$ cat src/hdl/tas_pkg.sv
// types, codes and constants for the actuator sequencer
package tas_pkg;
    localparam int TIMER_BITS_DEF = 17;
    localparam logic [15:0] ARM_DUR_RST = 16'd4000;
    localparam logic [15:0] LID_DUR_RST = 16'd4700;
    localparam logic [15:0] LID_EXTRA_RST = 16'd600;
    localparam logic [7:0] ARM_FWD_RST = 8'd50;
    localparam logic [7:0] ARM_BWD_RST = 8'd128;
    localparam logic [7:0] LID_DUTY_RST = 8'd20;
    localparam logic [7:0] RD_UNKNOWN = 8'hFF;

    localparam logic [1:0] ACT_TICK = 2'd0;
    localparam logic [1:0] ACT_READ = 2'd1;
    localparam logic [1:0] ACT_WRITE = 2'd2;

    localparam logic [7:0] ADDR_PAN_HI = 8'h00;
    localparam logic [7:0] ADDR_PAN_LO = 8'h01;
    localparam logic [7:0] ADDR_ARM_ST = 8'h02;
    localparam logic [7:0] ADDR_BUSY = 8'h03;
    localparam logic [7:0] ADDR_LID_ST = 8'h04;
    localparam logic [7:0] ADDR_PAN_CMD = 8'h10;
    localparam logic [7:0] ADDR_PAN_TGT = 8'h11;
    localparam logic [7:0] ADDR_ARM_CMD = 8'h13;
    localparam logic [7:0] ADDR_LID_CMD = 8'h16;

    localparam logic [1:0] POS_HOME = 2'd0;
    localparam logic [1:0] POS_PLATE = 2'd1;
    localparam logic [1:0] POS_MOVE = 2'd2;

    localparam logic [1:0] DRV_COAST = 2'd0;
    localparam logic [1:0] DRV_FWD = 2'd1;
    localparam logic [1:0] DRV_BWD = 2'd2;

    localparam logic [2:0] CMD_NONE = 3'd0;
    localparam logic [2:0] CMD_T_PLATE = 3'd1;
    localparam logic [2:0] CMD_T_HOME = 3'd2;
    localparam logic [2:0] CMD_C_PLATE = 3'd3;
    localparam logic [2:0] CMD_C_HOME = 3'd4;
    localparam logic [2:0] CMD_STOP = 3'd5;

    localparam logic [7:0] BYTE_PAN_STOP = 8'd1;
    localparam logic [7:0] BYTE_PAN_HOME = 8'd2;
    localparam logic [7:0] BYTE_SEQ_OPEN = 8'd6;
    localparam logic [7:0] BYTE_SEQ_CLOSE = 8'd7;

    localparam logic [1:0] SEQ_OFF = 2'd0;
    localparam logic [1:0] SEQ_PH1 = 2'd1;
    localparam logic [1:0] SEQ_PH2 = 2'd2;
    localparam logic [1:0] SGOAL_NONE = 2'd0;
    localparam logic [1:0] SGOAL_OPEN = 2'd1;
    localparam logic [1:0] SGOAL_CLOSE = 2'd2;

    localparam logic [2:0] CFG_ARM_DUR = 3'd0;
    localparam logic [2:0] CFG_LID_DUR = 3'd1;
    localparam logic [2:0] CFG_LID_EXTRA = 3'd2;
    localparam logic [2:0] CFG_ARM_FWD = 3'd3;
    localparam logic [2:0] CFG_ARM_BWD = 3'd4;
    localparam logic [2:0] CFG_LID_DUTY = 3'd5;

    typedef struct packed {
        logic [1:0]  action;
        logic [7:0]  reg_addr;
        logic [15:0] write_data;
        logic [1:0]  write_bytes;
        logic        limit_switch;
    } in_word_t;

    typedef struct packed {
        logic [7:0] read_data;
        logic [1:0] arm_drive;
        logic [7:0] arm_duty;
        logic [1:0] lid_drive;
        logic [7:0] lid_duty_res;
        logic [2:0] busy_bits;
    } out_word_t;

    // classified operation handed from front to back
    typedef struct packed {
        logic        is_tick;
        logic        is_read;
        logic        limit;
        logic [7:0]  rd_addr;
        logic        pan_stop;
        logic        pan_home;
        logic        pan_tgt;
        logic [15:0] pan_val;
        logic        seq_req;
        logic [1:0]  seq_goal;
        logic        arm_cmd_wr;
        logic [2:0]  arm_cmd;
        logic        lid_cmd_wr;
        logic [2:0]  lid_cmd;
    } op_t;

    typedef struct packed {
        logic [15:0] arm_dur;
        logic [15:0] lid_dur;
        logic [15:0] lid_extra;
        logic [7:0]  arm_fwd;
        logic [7:0]  arm_bwd;
        logic [7:0]  lid_duty;
    } cfg_t;

    function automatic logic [2:0] cmd_code(input logic [7:0] b);
        logic [2:0] r;
        r = CMD_NONE;
        if (b >= 8'd1 && b <= 8'd5) r = b[2:0];
        return r;
    endfunction
endpackage

$ cat src/hdl/timed_actuator_sequencer.sv
// top level of the timed actuator sequencer
//
//  channel   direction  handshake        word
//  in        in         in_valid/stall   tas_pkg::in_word_t
//  out       out        out_valid/stall  tas_pkg::out_word_t
//  cfg       in         valid/ready      index 3b, data 16b
//
// one word per cycle sustained while the output is not stalled: the front
// decodes combinationally into a two-entry queue, the back applies one
// operation a cycle from the stage register and registers the result
// async active-low reset of all but queue storage, stage_op and out_reg
// a stalled output holds the back; the queue then fills and stalls the input
module timed_actuator_sequencer #(
    parameter int TIMER_BITS = tas_pkg::TIMER_BITS_DEF
) (
    input  logic               clk,
    input  logic               rst_n,
    input  logic               in_valid,
    output logic               in_stall,
    input  tas_pkg::in_word_t  in_word,
    output logic               out_valid,
    input  logic               out_stall,
    output tas_pkg::out_word_t out_word,
    input  logic               cfg_valid,
    output logic               cfg_ready,
    input  logic [2:0]         cfg_index,
    input  logic [15:0]        cfg_data
);
    tas_pkg::cfg_t cfg_reg;
    tas_pkg::op_t  dec_op, q_op, stage_op;
    logic          stage_valid_reg;
    logic          q_full, q_valid, q_take, back_take;

    // configuration registers, always writable
    assign cfg_ready = 1'b1;
    always_ff @(posedge clk or negedge rst_n)
    begin
        if (!rst_n)
        begin
            cfg_reg.arm_dur   <= tas_pkg::ARM_DUR_RST;
            cfg_reg.lid_dur   <= tas_pkg::LID_DUR_RST;
            cfg_reg.lid_extra <= tas_pkg::LID_EXTRA_RST;
            cfg_reg.arm_fwd   <= tas_pkg::ARM_FWD_RST;
            cfg_reg.arm_bwd   <= tas_pkg::ARM_BWD_RST;
            cfg_reg.lid_duty  <= tas_pkg::LID_DUTY_RST;
        end
        else if (cfg_valid)
        begin
            case (cfg_index)
                tas_pkg::CFG_ARM_DUR:   cfg_reg.arm_dur <= cfg_data;
                tas_pkg::CFG_LID_DUR:   cfg_reg.lid_dur <= cfg_data;
                tas_pkg::CFG_LID_EXTRA: cfg_reg.lid_extra <= cfg_data;
                tas_pkg::CFG_ARM_FWD:   cfg_reg.arm_fwd <= cfg_data[7:0];
                tas_pkg::CFG_ARM_BWD:   cfg_reg.arm_bwd <= cfg_data[7:0];
                tas_pkg::CFG_LID_DUTY:  cfg_reg.lid_duty <= cfg_data[7:0];
                default: ;
            endcase
        end
    end

    // front: decode combinationally, queue holds classified words
    tas_front u_front (
        .in_word (in_word),
        .op      (dec_op)
    );

    assign in_stall = q_full;

    tas_queue u_queue (
        .clk      (clk),
        .rst_n    (rst_n),
        .wr_en    (in_valid && !q_full),
        .wr_op    (dec_op),
        .full     (q_full),
        .rd_valid (q_valid),
        .rd_en    (q_take),
        .rd_op    (q_op)
    );

    // single stage register between queue and back
    assign q_take = q_valid && (!stage_valid_reg || back_take);
    always_ff @(posedge clk or negedge rst_n)
    begin
        if (!rst_n)
        begin
            stage_valid_reg <= 1'b0;
        end
        else if (q_take)
        begin
            stage_valid_reg <= 1'b1;
        end
        else if (back_take)
        begin
            stage_valid_reg <= 1'b0;
        end
    end
    always_ff @(posedge clk)
    begin
        if (q_take)
        begin
            stage_op <= q_op;
        end
    end

    // back: state update and result register
    tas_back #(
        .TIMER_BITS (TIMER_BITS)
    ) u_back (
        .clk       (clk),
        .rst_n     (rst_n),
        .op_valid  (stage_valid_reg),
        .op        (stage_op),
        .op_take   (back_take),
        .cfg       (cfg_reg),
        .out_valid (out_valid),
        .out_stall (out_stall),
        .out_word  (out_word)
    );
endmodule

$ cat src/hdl/tas_front.sv
// decodes input words into classified operations
module tas_front (
    input  tas_pkg::in_word_t in_word,
    output tas_pkg::op_t      op
);
    logic [7:0] b0;
    logic       wr;

    always_comb
    begin
        b0 = in_word.write_data[15:8];
        wr = (in_word.action == tas_pkg::ACT_WRITE) && (in_word.write_bytes != 2'd0);
        op = '0;
        op.is_tick = in_word.action == tas_pkg::ACT_TICK;
        op.is_read = in_word.action == tas_pkg::ACT_READ;
        op.limit = in_word.limit_switch;
        op.rd_addr = in_word.reg_addr;
        op.pan_val = in_word.write_data;
        if (wr)
        begin
            case (in_word.reg_addr)
                tas_pkg::ADDR_PAN_CMD:
                begin
                    op.pan_stop = b0 == tas_pkg::BYTE_PAN_STOP;
                    op.pan_home = b0 == tas_pkg::BYTE_PAN_HOME;
                end
                tas_pkg::ADDR_PAN_TGT: op.pan_tgt = in_word.write_bytes >= 2'd2;
                tas_pkg::ADDR_ARM_CMD:
                begin
                    if (b0 == tas_pkg::BYTE_SEQ_OPEN || b0 == tas_pkg::BYTE_SEQ_CLOSE)
                    begin
                        op.seq_req = 1'b1;
                        op.seq_goal = (b0 == tas_pkg::BYTE_SEQ_OPEN) ?
                            tas_pkg::SGOAL_OPEN : tas_pkg::SGOAL_CLOSE;
                    end
                    else
                    begin
                        op.arm_cmd_wr = 1'b1;
                        op.arm_cmd = tas_pkg::cmd_code(b0);
                    end
                end
                tas_pkg::ADDR_LID_CMD:
                begin
                    op.lid_cmd_wr = 1'b1;
                    op.lid_cmd = tas_pkg::cmd_code(b0);
                end
                default: ;
            endcase
        end
    end
endmodule

$ cat src/hdl/tas_queue.sv
// two-entry queue between front and back
module tas_queue (
    input  logic          clk,
    input  logic          rst_n,
    input  logic          wr_en,
    input  tas_pkg::op_t  wr_op,
    output logic          full,
    output logic          rd_valid,
    input  logic          rd_en,
    output tas_pkg::op_t  rd_op
);
    tas_pkg::op_t mem_reg [2];
    logic wp_reg, rp_reg;
    logic [1:0] cnt_reg;

    assign full = cnt_reg == 2'd2;
    assign rd_valid = cnt_reg != 2'd0;
    assign rd_op = mem_reg[rp_reg];

    always_ff @(posedge clk)
    begin
        if (wr_en)
        begin
            mem_reg[wp_reg] <= wr_op;
        end
    end

    always_ff @(posedge clk or negedge rst_n)
    begin
        if (!rst_n)
        begin
            wp_reg <= 1'b0;
            rp_reg <= 1'b0;
            cnt_reg <= 2'd0;
        end
        else
        begin
            if (wr_en) wp_reg <= ~wp_reg;
            if (rd_en) rp_reg <= ~rp_reg;
            cnt_reg <= cnt_reg + {1'b0, wr_en} - {1'b0, rd_en};
        end
    end
endmodule

$ cat src/hdl/tas_back.sv
// executes operations against the actuator state and registers the result word
module tas_back #(
    parameter int TIMER_BITS = tas_pkg::TIMER_BITS_DEF
) (
    input  logic               clk,
    input  logic               rst_n,
    input  logic               op_valid,
    input  tas_pkg::op_t       op,
    output logic               op_take,
    input  tas_pkg::cfg_t      cfg,
    output logic               out_valid,
    input  logic               out_stall,
    output tas_pkg::out_word_t out_word
);
    localparam logic [TIMER_BITS-1:0] TMAX = '1;
    // compare width covers both the timer and the 17-bit open duration
    localparam int CW = (TIMER_BITS > 17) ? TIMER_BITS : 17;

    logic [15:0] pan_pos_reg, pan_pos_next, pan_goal_reg, pan_goal_next;
    logic pan_stop_reg, pan_stop_next, pan_home_reg, pan_home_next;
    logic [1:0] arm_pos_reg, arm_pos_next, arm_goal_reg, arm_goal_next;
    logic [2:0] arm_req_reg, arm_req_next;
    logic [TIMER_BITS-1:0] arm_el_reg, arm_el_next;
    logic arm_tm_reg, arm_tm_next;
    logic [1:0] lid_pos_reg, lid_pos_next, lid_goal_reg, lid_goal_next;
    logic [2:0] lid_req_reg, lid_req_next;
    logic [TIMER_BITS-1:0] lid_el_reg, lid_el_next;
    logic lid_tm_reg, lid_tm_next;
    logic [1:0] seq_ph_reg, seq_ph_next, seq_goal_reg, seq_goal_next;
    logic limit_reg, limit_next;
    logic [2:0] busy_reg, busy_next;
    logic [7:0] rd;
    logic skip_seq;
    logic [CW-1:0] arm_dur, lid_dur, open_dur, lid_tgt;
    logic out_valid_reg;
    tas_pkg::out_word_t out_reg;

    assign op_take = op_valid && (!out_valid_reg || !out_stall);
    assign out_valid = out_valid_reg;
    assign out_word = out_reg;

    always_comb
    begin
        arm_dur = CW'(cfg.arm_dur);
        lid_dur = CW'(cfg.lid_dur);
        open_dur = CW'({1'b0, cfg.lid_dur} + {1'b0, cfg.lid_extra});
        pan_pos_next = pan_pos_reg; pan_goal_next = pan_goal_reg;
        pan_stop_next = pan_stop_reg; pan_home_next = pan_home_reg;
        arm_pos_next = arm_pos_reg; arm_goal_next = arm_goal_reg;
        arm_req_next = arm_req_reg; arm_el_next = arm_el_reg;
        arm_tm_next = arm_tm_reg;
        lid_pos_next = lid_pos_reg; lid_goal_next = lid_goal_reg;
        lid_req_next = lid_req_reg; lid_el_next = lid_el_reg;
        lid_tm_next = lid_tm_reg;
        seq_ph_next = seq_ph_reg; seq_goal_next = seq_goal_reg;
        limit_next = limit_reg; busy_next = busy_reg;
        rd = 8'd0;
        skip_seq = 1'b0;
        lid_tgt = '0;

        if (op.is_read)
        begin
            case (op.rd_addr)
                tas_pkg::ADDR_PAN_HI: rd = pan_pos_reg[15:8];
                tas_pkg::ADDR_PAN_LO: rd = pan_pos_reg[7:0];
                tas_pkg::ADDR_ARM_ST: rd = {6'd0, arm_pos_reg};
                tas_pkg::ADDR_BUSY:   rd = {5'd0, busy_reg};
                tas_pkg::ADDR_LID_ST: rd = {6'd0, lid_pos_reg};
                default:              rd = tas_pkg::RD_UNKNOWN;
            endcase
        end

        if (op.pan_stop) pan_stop_next = 1'b1;
        if (op.pan_home) pan_home_next = 1'b1;
        if (op.pan_tgt) pan_goal_next = op.pan_val;
        if (op.seq_req)
        begin
            seq_goal_next = op.seq_goal;
            seq_ph_next = tas_pkg::SEQ_PH1;
        end
        if (op.arm_cmd_wr) arm_req_next = op.arm_cmd;
        if (op.lid_cmd_wr) lid_req_next = op.lid_cmd;

        if (op.is_tick)
        begin
            if (arm_el_next != TMAX) arm_el_next = arm_el_next + TIMER_BITS'(1);
            if (lid_el_next != TMAX) lid_el_next = lid_el_next + TIMER_BITS'(1);
            if (op.limit) limit_next = 1'b1;
            // arm command
            case (arm_req_reg)
                tas_pkg::CMD_T_PLATE, tas_pkg::CMD_T_HOME, tas_pkg::CMD_C_PLATE,
                tas_pkg::CMD_C_HOME:
                begin
                    arm_goal_next = (arm_req_reg == tas_pkg::CMD_T_PLATE ||
                        arm_req_reg == tas_pkg::CMD_C_PLATE) ?
                        tas_pkg::POS_PLATE : tas_pkg::POS_HOME;
                    arm_pos_next = tas_pkg::POS_MOVE;
                    arm_tm_next = arm_req_reg == tas_pkg::CMD_T_PLATE ||
                        arm_req_reg == tas_pkg::CMD_T_HOME;
                    if (arm_tm_next) arm_el_next = '0;
                    busy_next[1] = 1'b1;
                end
                tas_pkg::CMD_STOP:
                begin
                    arm_pos_next = tas_pkg::POS_HOME;
                    arm_tm_next = 1'b0;
                    busy_next[1] = 1'b0;
                end
                default: ;
            endcase
            arm_req_next = tas_pkg::CMD_NONE;
            if (arm_pos_next == tas_pkg::POS_MOVE)
            begin
                if (op.limit)
                begin
                    arm_pos_next = tas_pkg::POS_HOME;
                    arm_tm_next = 1'b0;
                    busy_next[1] = 1'b0;
                    skip_seq = 1'b1;
                end
                else if (arm_tm_next && CW'(arm_el_next) >= arm_dur)
                begin
                    arm_pos_next = arm_goal_next;
                    busy_next[1] = 1'b0;
                end
            end
            // open/close sequencer
            if (!skip_seq)
            begin
                if (seq_ph_next == tas_pkg::SEQ_PH1 && seq_goal_next == tas_pkg::SGOAL_OPEN)
                begin
                    if (lid_pos_next == tas_pkg::POS_PLATE) seq_ph_next = tas_pkg::SEQ_PH2;
                    else if (lid_pos_next == tas_pkg::POS_HOME)
                    begin
                        lid_goal_next = tas_pkg::POS_PLATE; lid_pos_next = tas_pkg::POS_MOVE;
                        lid_tm_next = 1'b1; lid_el_next = '0; busy_next[2] = 1'b1;
                    end
                    else if (lid_pos_next == tas_pkg::POS_MOVE && CW'(lid_el_next) >= open_dur)
                    begin
                        lid_pos_next = tas_pkg::POS_PLATE; lid_tm_next = 1'b0;
                        busy_next[2] = 1'b0; seq_ph_next = tas_pkg::SEQ_PH2;
                    end
                end
                else if (seq_ph_next == tas_pkg::SEQ_PH1 &&
                         seq_goal_next == tas_pkg::SGOAL_CLOSE)
                begin
                    if (arm_pos_next == tas_pkg::POS_HOME) seq_ph_next = tas_pkg::SEQ_PH2;
                    else if (arm_pos_next == tas_pkg::POS_PLATE)
                    begin
                        arm_goal_next = tas_pkg::POS_HOME; arm_pos_next = tas_pkg::POS_MOVE;
                        arm_tm_next = 1'b1; arm_el_next = '0; busy_next[1] = 1'b1;
                    end
                    else if (arm_pos_next == tas_pkg::POS_MOVE && CW'(arm_el_next) >= arm_dur)
                    begin
                        arm_pos_next = tas_pkg::POS_HOME; arm_tm_next = 1'b0;
                        busy_next[1] = 1'b0; seq_ph_next = tas_pkg::SEQ_PH2;
                    end
                end
                else if (seq_ph_next == tas_pkg::SEQ_PH2 &&
                         seq_goal_next == tas_pkg::SGOAL_OPEN)
                begin
                    if (arm_pos_next == tas_pkg::POS_PLATE)
                    begin
                        seq_ph_next = tas_pkg::SEQ_OFF; seq_goal_next = tas_pkg::SGOAL_NONE;
                    end
                    else if (arm_pos_next == tas_pkg::POS_HOME)
                    begin
                        arm_goal_next = tas_pkg::POS_PLATE; arm_pos_next = tas_pkg::POS_MOVE;
                        arm_tm_next = 1'b1; arm_el_next = '0; busy_next[1] = 1'b1;
                    end
                    else if (arm_pos_next == tas_pkg::POS_MOVE && CW'(arm_el_next) >= arm_dur)
                    begin
                        arm_pos_next = tas_pkg::POS_PLATE; arm_tm_next = 1'b0;
                        busy_next[1] = 1'b0;
                        seq_ph_next = tas_pkg::SEQ_OFF; seq_goal_next = tas_pkg::SGOAL_NONE;
                    end
                end
                else if (seq_ph_next == tas_pkg::SEQ_PH2 &&
                         seq_goal_next == tas_pkg::SGOAL_CLOSE)
                begin
                    if (lid_pos_next == tas_pkg::POS_HOME)
                    begin
                        seq_ph_next = tas_pkg::SEQ_OFF; seq_goal_next = tas_pkg::SGOAL_NONE;
                    end
                    else if (lid_pos_next == tas_pkg::POS_PLATE)
                    begin
                        lid_goal_next = tas_pkg::POS_HOME; lid_pos_next = tas_pkg::POS_MOVE;
                        lid_tm_next = 1'b1; lid_el_next = '0; busy_next[2] = 1'b1;
                    end
                    else if (lid_pos_next == tas_pkg::POS_MOVE && CW'(lid_el_next) >= lid_dur)
                    begin
                        lid_pos_next = tas_pkg::POS_HOME; lid_tm_next = 1'b0;
                        busy_next[2] = 1'b0;
                        seq_ph_next = tas_pkg::SEQ_OFF; seq_goal_next = tas_pkg::SGOAL_NONE;
                    end
                end
            end
            // lid command
            case (lid_req_reg)
                tas_pkg::CMD_T_PLATE, tas_pkg::CMD_T_HOME, tas_pkg::CMD_C_PLATE,
                tas_pkg::CMD_C_HOME:
                begin
                    lid_goal_next = (lid_req_reg == tas_pkg::CMD_T_HOME ||
                        lid_req_reg == tas_pkg::CMD_C_PLATE) ?
                        tas_pkg::POS_PLATE : tas_pkg::POS_HOME;
                    lid_pos_next = tas_pkg::POS_MOVE;
                    lid_tm_next = lid_req_reg == tas_pkg::CMD_T_PLATE ||
                        lid_req_reg == tas_pkg::CMD_T_HOME;
                    if (lid_tm_next) lid_el_next = '0;
                    busy_next[2] = 1'b1;
                end
                tas_pkg::CMD_STOP:
                begin
                    lid_pos_next = tas_pkg::POS_HOME;
                    lid_tm_next = 1'b0;
                    busy_next[2] = 1'b0;
                end
                default: ;
            endcase
            lid_req_next = tas_pkg::CMD_NONE;
            if (lid_pos_next == tas_pkg::POS_MOVE)
            begin
                lid_tgt = (lid_goal_next == tas_pkg::POS_PLATE) ? open_dur : lid_dur;
                if (limit_next)
                begin
                    lid_pos_next = tas_pkg::POS_HOME;
                    lid_tm_next = 1'b0;
                    busy_next[2] = 1'b0;
                    limit_next = 1'b0;
                    seq_ph_next = tas_pkg::SEQ_OFF;
                end
                else if (lid_tm_next && CW'(lid_el_next) >= lid_tgt)
                begin
                    lid_pos_next = lid_goal_next;
                    busy_next[2] = 1'b0;
                end
            end
            // pan
            if (pan_stop_reg)
            begin
                pan_stop_next = 1'b0;
                pan_goal_next = pan_pos_reg;
            end
            if (pan_home_reg)
            begin
                pan_home_next = 1'b0;
                pan_goal_next = '0;
            end
            pan_pos_next = pan_goal_next;
            busy_next[0] = 1'b0;
        end
    end

    always_ff @(posedge clk or negedge rst_n)
    begin
        if (!rst_n)
        begin
            pan_pos_reg <= '0; pan_goal_reg <= '0;
            pan_stop_reg <= 1'b0; pan_home_reg <= 1'b0;
            arm_pos_reg <= tas_pkg::POS_HOME; arm_goal_reg <= tas_pkg::POS_HOME;
            arm_req_reg <= tas_pkg::CMD_NONE; arm_el_reg <= '0; arm_tm_reg <= 1'b0;
            lid_pos_reg <= tas_pkg::POS_HOME; lid_goal_reg <= tas_pkg::POS_HOME;
            lid_req_reg <= tas_pkg::CMD_NONE; lid_el_reg <= '0; lid_tm_reg <= 1'b0;
            seq_ph_reg <= tas_pkg::SEQ_OFF; seq_goal_reg <= tas_pkg::SGOAL_NONE;
            limit_reg <= 1'b0; busy_reg <= '0;
            out_valid_reg <= 1'b0;
        end
        else
        begin
            if (op_take)
            begin
                pan_pos_reg <= pan_pos_next; pan_goal_reg <= pan_goal_next;
                pan_stop_reg <= pan_stop_next; pan_home_reg <= pan_home_next;
                arm_pos_reg <= arm_pos_next; arm_goal_reg <= arm_goal_next;
                arm_req_reg <= arm_req_next; arm_el_reg <= arm_el_next;
                arm_tm_reg <= arm_tm_next;
                lid_pos_reg <= lid_pos_next; lid_goal_reg <= lid_goal_next;
                lid_req_reg <= lid_req_next; lid_el_reg <= lid_el_next;
                lid_tm_reg <= lid_tm_next;
                seq_ph_reg <= seq_ph_next; seq_goal_reg <= seq_goal_next;
                limit_reg <= limit_next; busy_reg <= busy_next;
                out_valid_reg <= 1'b1;
            end
            else if (!out_stall)
            begin
                out_valid_reg <= 1'b0;
            end
        end
    end

    always_ff @(posedge clk)
    begin
        if (op_take)
        begin
            out_reg.read_data <= rd;
            out_reg.arm_drive <= (arm_pos_next != tas_pkg::POS_MOVE) ? tas_pkg::DRV_COAST :
                (arm_goal_next == tas_pkg::POS_PLATE) ? tas_pkg::DRV_FWD : tas_pkg::DRV_BWD;
            out_reg.arm_duty <= (arm_pos_next != tas_pkg::POS_MOVE) ? 8'd0 :
                (arm_goal_next == tas_pkg::POS_PLATE) ? cfg.arm_fwd : cfg.arm_bwd;
            out_reg.lid_drive <= (lid_pos_next != tas_pkg::POS_MOVE) ? tas_pkg::DRV_COAST :
                (lid_goal_next == tas_pkg::POS_PLATE) ? tas_pkg::DRV_FWD : tas_pkg::DRV_BWD;
            out_reg.lid_duty_res <= (lid_pos_next != tas_pkg::POS_MOVE) ? 8'd0 : cfg.lid_duty;
            out_reg.busy_bits <= busy_next;
        end
    end
endmodule

$ cat config.mk
export PLATFORM = sky130hd
export DESIGN_NAME = timed_actuator_sequencer
export DESIGN_NICKNAME = d
export VERILOG_FILES = /design/src/hdl/tas_pkg.sv /design/src/hdl/timed_actuator_sequencer.sv /design/src/hdl/tas_front.sv /design/src/hdl/tas_queue.sv /design/src/hdl/tas_back.sv
export SDC_FILE = /design/constraint.sdc
export NUM_CORES = 1
export LEC_CHECK = 0
export BUFFER_PORTS_ARGS = -buffer_cell sky130_fd_sc_hd__buf_2
export CAP_MARGIN = 10
export CORE_AREA = 2 2 197 199
export DETAILED_ROUTE_END_ITERATION = 7
export DIE_AREA = 0 0 199 201
export PLACE_DENSITY = 0.67
export SYNTH_ARGS = -nofsm -noshare
export SYNTH_HDL_FRONTEND = slang
export SYNTH_SLANG_ARGS = --single-unit
$ cat constraint.sdc
create_clock -name clk -period 9.9 [get_ports clk]
set_clock_uncertainty 0.05 [all_clocks]
set_input_delay 0.495 -clock clk [delete_from_list [all_inputs] [get_ports clk]]
set_output_delay 0.495 -clock clk [all_outputs]
set_load 0.005 [all_outputs]
; Word level (Yosys, flattened, before mapping)
; Memories as Yosys holds them, arrays and structs flattened. A register that Yosys moved wholly into a read port is not among the register bits.
; Cells that the tools add are included.
; Widths: inputs -> output; s select.
[word_totals]
mem_count = 1
register_bits = 201
ram_bits = 82
inputBits = 53
wordCells = 360
output_inout_bits = 34
[op_classes]
eq_ne = 48
reduce_logical = 46
bitwise_logic = 2
n_mux = 216
n_lt_le_gt_ge = 7
add_sub_neg = 5
[memory_table]
columns = memory, words, word_bits, read_ports, rd_ports_with_merged_regs, write_ports, line_no
row1 = u_queue.mem_reg, 2, 41, 1, 1, 1, tas_queue.sv:12  ; tas_pkg::op_t mem_reg [2];
[ops]
columns = op, n
row1 = $mux 17, 27
row2 = $mux 2, 93
row3 = $mux 1, 72
row4 = $mux 16, 4
row5 = $pmux 8 s5, 1
row6 = $add 17x1->17 const B, 2
row7 = $ge 17x16->1, 2
row8 = $ge 17x17->1, 2
row9 = $ne 17x17->1 const B, 2
row10 = $eq 8x5->1 const B, 4
row11 = $eq 8x2->1 const B, 3
row12 = $eq 8x3->1 const B, 3
row13 = $mux 3, 8
row14 = $eq 3x2->1 const B, 6
row15 = $eq 3x3->1 const B, 6
row16 = $reduce_and 2->1, 9
row17 = $add 16x16->17, 1
row18 = $eq 2x1->1 const B, 8
row19 = $eq 2x2->1 const B, 8
row20 = $eq 8x1->1 const B, 2
row21 = $logic_and 1x1->1, 14
row22 = $mux 11, 1
row23 = $reduce_bool 2->1, 5
row24 = $eq 3x1->1 const B, 3
row25 = other kinds (19), 38

; Depth between registers and ports, before layout
[logic_depth]
depth_word = 25
depth_mapped = 23
ltp_nobuf = 23

; Hierarchy
; Synthesis repeated with hierarchy kept, for this count alone.
[hier_totals]
cells_unflattened = 1535
hier_area_um2 = 17550.6
[modules_own_cells]
columns = module, area_each_um2, cells_each, instances, seq_area_each_um2
row1 = tas_back, 9698.1, 1121, 1, 3258.1
row2 = timed_actuator_sequencer, 4062.6, 205, 1, 3085.5
row3 = tas_queue, 3360.7, 143, 1, 2562.5
row4 = tas_front, 429.2, 66, 1, 0.0

; Worst setup path before layout
; OpenSTA, ideal clock, no wires.
[synth_path]
path_type = register to register
start = register u_back.arm_el_reg[0]
end = register u_back.out_reg, in the netlist u_back.out_word[13], data pin
setup_time_ns = 0.266
arrival_ns = 4.841
t_required_ns = 9.584
path_buffers = 3
path_stages_with_launch = 22
setup_slack_ns = 4.743
synth_period_minus_slack_ns = 5.157
cell_sequence = dfrtp_1 > ha_1 > and3_1 > or4b_1 > or3_1 > clkbuf_1 > nand4_1 > xor2_1 > nor2_1 > ha_1 > and4_1 > nor2b_1 > o311a_1 > or4_1 > buf_2 > a31o_2 > mux2_4 > and3_4 > o221ai_2 > buf_6 > mux2i_1 > nor2_1
[synth_between]
elab_chain_len = 22
elab_cells_between_ends = 39
classes_between = add/sub (1) / order compare (1) / eq/ne (5) / mux (29) / reduce/logical (3)
[synth_lines]
columns = item, line_no
row1 = "start, declared", tas_back.sv:23  ; logic [TIMER_BITS-1:0] arm_el_reg, arm_el_next;
row2 = "start signal, assigned", tas_back.sv:275  ; arm_req_reg <= arm_req_next; arm_el_reg <= arm_el_next;
row3 = $add 17x1->17 or $ne 17x17->1 (tied branches), tas_back.sv:86  ; if (arm_el_next != TMAX) arm_el_next = arm_el_next + TIMER_BITS'(1);
row4 = $mux 17 (*), tas_back.sv:86
row5 = $mux 17, tas_back.sv:100  ; if (arm_tm_next) arm_el_next = '0;
row6 = $mux 17 (*), tas_back.sv:90  ; case (arm_req_reg)
row7 = $mux 17 (*), tas_back.sv:84  ; if (op.is_tick)
row8 = $ge 17x16->1 (*), "tas_back.sv:121, tas_back.sv:153, tas_back.sv:171"
row9 = $logic_and 1x1->1, tas_back.sv:121  ; else if (arm_tm_next && CW'(arm_el_next) >= arm_dur)
row10 = $mux 2, tas_back.sv:121
row11 = (+6 left out), n/a
row12 = $mux 2, tas_back.sv:166  ; else if (arm_pos_next == tas_pkg::POS_HOME)
row13 = $mux 2, tas_back.sv:162  ; if (arm_pos_next == tas_pkg::POS_PLATE)
row14 = $mux 2, tas_back.sv:159  ; else if (seq_ph_next == tas_pkg::SEQ_PH2 &&
row15 = $mux 2, tas_back.sv:144  ; else if (seq_ph_next == tas_pkg::SEQ_PH1 &&
row16 = $mux 2, tas_back.sv:130  ; if (seq_ph_next == tas_pkg::SEQ_PH1 && seq_goal_next == tas_pkg::SGOAL_OPEN)
row17 = $mux 2, tas_back.sv:128  ; if (!skip_seq)
row18 = $mux 2, tas_back.sv:84
row19 = $ne 2x2->1, tas_back.sv:298  ; out_reg.arm_duty <= (arm_pos_next != tas_pkg::POS_MOVE) ? 8'd0 :
row20 = "end, declared", tas_back.sv:36  ; tas_pkg::out_word_t out_reg;
; Every way passes the cells marked *; elsewhere a longest branch is shown, timed or not. The select of a mux whose other input is x is not followed.
; A chain may end at the register's enable or synchronous reset.

; Final worst setup path
[layout_path]
start = register u_back.arm_req_reg[2]
end = register u_back.out_reg, in the netlist u_back.out_word[11], data pin
[layout_between]
elab_chain_len = 19
elab_cells_between_ends = 37
classes_between = order compare (1) / eq/ne (10) / mux (24) / reduce/logical (2)
[layout_lines]
columns = item, line_no
row1 = "start, declared", tas_back.sv:22  ; logic [2:0] arm_req_reg, arm_req_next;
row2 = "start signal, assigned", tas_back.sv:275
row3 = $eq 3x3->1 (tied with other cells), tas_back.sv:90
row4 = $reduce_or 4->1, tas_back.sv:90
row5 = $pmux 2 s2 (*), tas_back.sv:90
row6 = $mux 2 (*), tas_back.sv:84
row7 = $eq 2x2->1 (*), tas_back.sv:112  ; if (arm_pos_next == tas_pkg::POS_MOVE)
row8 = $mux 1 (*), tas_back.sv:112
row9 = $mux 1 (*), tas_back.sv:84
row10 = $mux 2, tas_back.sv:128
row11 = (+3 left out), n/a
row12 = $mux 17, tas_back.sv:223  ; lid_tgt = (lid_goal_next == tas_pkg::POS_PLATE) ? open_dur : lid_dur;
row13 = $ge 17x17->1, tas_back.sv:232  ; else if (lid_tm_next && CW'(lid_el_next) >= lid_tgt)
row14 = $logic_and 1x1->1, tas_back.sv:232
row15 = $mux 2, tas_back.sv:232
row16 = $mux 2, tas_back.sv:224  ; if (limit_next)
row17 = $mux 2, tas_back.sv:221  ; if (lid_pos_next == tas_pkg::POS_MOVE)
row18 = $mux 2, tas_back.sv:84
row19 = $ne 2x2->1, tas_back.sv:300  ; out_reg.lid_drive <= (lid_pos_next != tas_pkg::POS_MOVE) ? tas_pkg::DRV_COAST :
; Marks and branches as above.

==> out/qor.txt <==
GLOBAL ROUTING
----------------------------------------------------------------------------------
First-pass GRT wire length                                                63300 um
Global routing usage summed across all routing layers                        0.198
Total gr overflow                                                                0
Via count of the first global-routing pass                                   12000
Pin count of the biggest net entering global routing                           101
Initial antenna violation count                                                  0

SYNTHESIS
----------------------------------------------------------------------------------
Biggest area consumer among synthesized cells                         sky130_fd_sc_hd__edfxtp_1
Post-synth top flop                                                   sky130_fd_sc_hd__edfxtp_1
Number of flip-flops and latches in the synthesized netlist                    324
Syn avg cell area                                                        11.0 um^2
Most common cell in the netlist                                       sky130_fd_sc_hd__nand2_1
Synthesis warning total                                                          0
Fraction of post-synthesis cell area in the top cell type by area            0.274
Number of distinct library cells after synthesis                                84
Post-synth top cells                                                  sky130_fd_sc_hd__nand2_1 (159), sky130_fd_sc_hd__edfxtp_1 (154), sky130_fd_sc_hd__dfrtp_1 (148), sky130_fd_sc_hd__nor2_1 (112), sky130_fd_sc_hd__mux2_2 (92)
Count of flip-flops with a built-in enable after synthesis                     154
Most area-consuming cells after synthesis                             sky130_fd_sc_hd__edfxtp_1 (27%), sky130_fd_sc_hd__dfrtp_1 (22%), sky130_fd_sc_hd__ha_1 (6.4%), sky130_fd_sc_hd__mux2_2 (6.1%), sky130_fd_sc_hd__nand2_1 (3.5%)
Number of cells produced by synthesis                                         1533
Post-synth design cell area                                             16900 um^2
Mapped Nets                                                                   1673
Part of the Yosys area used for sequential elements                          0.528
Post-synth ARST share                                                        0.525

CTS
----------------------------------------------------------------------------------
Post-cts repair resize count                                                     0
Hold buffer count at cts                                                         0
Clock buffers created by TritonCTS                                              37
CTS H-Tree Depth                                                                 2
TritonCTS clock tree                                                          done
Library cell used as clock root buffer                                sky130_fd_sc_hd__clkbuf_16
CTS clock-pin slew for the worst setup and hold paths                      0.06 ns
Setup Fix Bufs, Post-CTS                                                         0
Sink count of the clock tree                                                   324
Clk buf depth                                                                    3
Clock latency at the later pin of the worst-skew pair                      0.55 ns

DRT
----------------------------------------------------------------------------------
Met2 Wirelength                                                           18500 um
Number of DRC markers after the initial detailed-route iteration               726
DRC violations left                                                              0
Average wire per cell in the routed design                                 18.0 um
M1 wire length                                                            17600 um
Met3 wire length                                                           1750 um
Via count                                                                    12000
Pre-Repair DR Iteration Count                                                    6
Via-to-Cell Ratio                                                             5.60
Residual antenna-violating net count after detailed routing                      0
Topmost layer with routed signal wires                                        met4
Final Routed Wirelength                                                   38600 um

FLOORPLAN
----------------------------------------------------------------------------------
Core ar.                                                                38100 um^2
Cell Rows                                                                       72
Die area                                                                40000 um^2
I/O pins                                                                        87
Starting density of the core                                                 0.442
Die Wd                                                                      199 um
Die height                                                                  201 um

SETUP PATH
----------------------------------------------------------------------------------
Register-to-Register Setup Slack                                           3.71 ns
Worst path required time                                                  10.10 ns
Start of the worst register-to-register path                          u_back.arm_req_reg[2]
Worst Setup Path Type                                                   reg -> reg
CP arrival                                                                 6.39 ns
Critical Path Start Type                                                  register
Destination of the worst register-to-register timing path             u_back.out_word[11]
Depth of the worst register-to-register path                                    21
CP max FO                                                                       28
Kind of end point of the critical path                                    register

FINAL LAYOUT
----------------------------------------------------------------------------------
Signed area change from the synthesized netlist to the final layout          13.2%
Total area of multi-input combinational cells                            7490 um^2
Number of nets in the finished design                                         1740
Sequential Area                                                          8910 um^2
Max FFs per register                                                            82
Number of diodes                                                                 0
Number of inserted filler cells in the final layout                           3366
Fraction of layout cells with a size suffix above 1                          0.186

TIMING
----------------------------------------------------------------------------------
Unrepaired setup endpoints after global routing                                 no
Normalized max-slew margin                                                   0.305
Transition time of the tightest slew-check pin                             1.04 ns
Smallest hold slack                                                     -0.0501 ns
Number of setup violations in the final report                                   0
Max-slew violation count                                                         0
Final period utilization                                                     0.626
Final number of hold-violating endpoints                                         8
Crit path time final                                                       6.19 ns
Fmax                                                                       161 MHz
Total negative setup slack                                                    0 ns

RUN STATUS
----------------------------------------------------------------------------------
Run status                                                            finished with violations
Failing checks                                                         hold timing

JOB
----------------------------------------------------------------------------------
Max-Cap Viols                                                                    0

PLACEMENT
----------------------------------------------------------------------------------
Number of port buffers                                                          85
Post-DP HPWL                                                              26900 um
Global placement routability congestion                                      0.904

HOLD PATH
----------------------------------------------------------------------------------
Path category of the worst min-delay check                             in -> async

POWER AND IR DROP
----------------------------------------------------------------------------------
Worst-case vdd ir drop                                                    0.203 mV
PD cells                                                               304 nW/um^2
Leakage power                                                              7.83 nW

[worst max path at each step]
stage	start	endpoint	slack, ns	depth (start not counted)
6_report	u_back.arm_req_reg[2]	u_back.out_word[11]	3.71	21
5_1_grt	u_back.arm_req_reg[2]	u_back.out_word[11]	3.09	21
4_1_cts	u_back.arm_req_reg[2]	u_back.out_word[11]	3.78	19
3_5_place_dp	u_back.arm_req_reg[2]	u_back.out_word[11]	3.78	19
3_3_place_gp	u_back.arm_req_reg[2]	u_back.out_word[11]	3.99	21
2_1_floorplan	u_back.arm_el_reg[0]	u_back.out_word[13]	4.74	21
[layout by cell type (no fill, tap or decap), types with 7 or more instances in the layout]
master	n
sky130_fd_sc_hd__a21oi_1	82
sky130_fd_sc_hd__o31ai_1	7
sky130_fd_sc_hd__a21o_1	9
sky130_fd_sc_hd__nand3_1	45
sky130_fd_sc_hd__nor2b_1	26
sky130_fd_sc_hd__a21boi_0	8
sky130_fd_sc_hd__xnor2_1	26
sky130_fd_sc_hd__and3_1	10
sky130_fd_sc_hd__edfxtp_1	154
sky130_fd_sc_hd__a31oi_1	11
sky130_fd_sc_hd__dfstp_2	22
sky130_fd_sc_hd__nand4_1	18
sky130_fd_sc_hd__clkbuf_8	7
sky130_fd_sc_hd__o221ai_1	20
sky130_fd_sc_hd__inv_1	60
sky130_fd_sc_hd__or3_1	7
sky130_fd_sc_hd__o21ai_0	81
sky130_fd_sc_hd__o21a_1	29
sky130_fd_sc_hd__clkbuf_16	38
sky130_fd_sc_hd__nand2b_1	18
sky130_fd_sc_hd__and2_1	10
sky130_fd_sc_hd__xor2_1	25
sky130_fd_sc_hd__a22o_1	12
sky130_fd_sc_hd__nor2_1	111
sky130_fd_sc_hd__nor3_1	24
sky130_fd_sc_hd__o21ai_1	9
sky130_fd_sc_hd__mux2i_1	27
sky130_fd_sc_hd__a21boi_1	8
sky130_fd_sc_hd__buf_4	13
sky130_fd_sc_hd__ha_1	86
sky130_fd_sc_hd__dfrtp_1	148
sky130_fd_sc_hd__nand2_1	158
sky130_fd_sc_hd__mux2_2	92
sky130_fd_sc_hd__buf_2	84
[layout make-up]
| cell class | count | area share |
|---|---|---|
| well taps | 518 | 0.0340 |
| multi-input cells | 1078 | 0.393 |
| repair buffers | 98 | 0.0277 |
| clock buffers | 50 | 0.0559 |
| flip-flops and latches | 324 | 0.467 |
| clock inverters | 18 | 0.0106 |
| inverters | 61 | 0.0120 |
[power by group]
part / total [mW] / switching [mW] / leakage (nW) / internal, mW
registers: 2.23 / 0.311 / 3.59 / 1.92
logic: 2.16 / 1.28 / 3.62 / 0.882
clock network: 1.40 / 0.562 / 0.624 / 0.842
[metal layers]
| layer | track usage | up-vias |
|---|---|---|
| li1 | - | 5771 |
| met1 | 0.272 | 5902 |
| met2 | 0.326 | 298 |
| met3 | 0.0292 | 45 |
| met4 | 0.0581 | 0 |
| met5 | 0 | - |
[through the flow]
| stage | worst slack, ns | std cells | instance area, um^2 | power (mW) | utilization |
|---|---|---|---|---|---|
| floorplan | 4.74 | 1533 | 16900 | 3.78 | - |
| global placement | 3.99 | 2079 | 17800 | 4.34 | 0.467 |
| detailed placement | 3.78 | 2079 | 17800 | 4.40 | 0.467 |
| CTS | 3.78 | 2147 | 19100 | 5.82 | 0.501 |
| global route | 3.09 | 2147 | 19100 | 6.19 | 0.501 |
| finish | 3.71 | 2147 | 19100 | 5.79 | 0.501 |
[critical path: stages (launching register included)]
cell	delay, ns
sky130_fd_sc_hd__dfrtp_1	0.79
sky130_fd_sc_hd__and2_1	0.24
sky130_fd_sc_hd__a21oi_1	0.06
sky130_fd_sc_hd__o211ai_1	0.60
sky130_fd_sc_hd__a31oi_1	0.17
sky130_fd_sc_hd__o2bb2ai_1	0.21
sky130_fd_sc_hd__a21oi_1	0.09
sky130_fd_sc_hd__o21ai_0	0.33
sky130_fd_sc_hd__nand2_1	0.66
sky130_fd_sc_hd__nor2_1	0.27
sky130_fd_sc_hd__a21oi_1	0.06
sky130_fd_sc_hd__ha_1	0.34
sky130_fd_sc_hd__nand4_1	0.16
sky130_fd_sc_hd__nor2_1	0.23
sky130_fd_sc_hd__o21ai_0	0.12
sky130_fd_sc_hd__a31oi_1	0.18
sky130_fd_sc_hd__o221ai_1	0.15
sky130_fd_sc_hd__a21oi_1	0.15
sky130_fd_sc_hd__nor2_1	0.08
sky130_fd_sc_hd__a211oi_1	0.41
sky130_fd_sc_hd__a21o_1	0.38
sky130_fd_sc_hd__o32ai_1	0.15
[logic make-up (layout without fill, tap and decap cells)]
kind of cell | after synthesis | in the layout | share of synthesized area
other | 1 | 1 | 0.000222
and+or+nand+nor | 471 | 471 | 0.134
AOI/OAI and AO/OA | 347 | 347 | 0.136
muxes | 121 | 121 | 0.0797
DFF | 324 | 324 | 0.528
adders and majority gates | 87 | 87 | 0.0650
xor gates and xnor gates | 51 | 51 | 0.0265
buffers and inverters | 131 | 227 | 0.0308
Note: power is estimated with default switching activity, not from simulation.
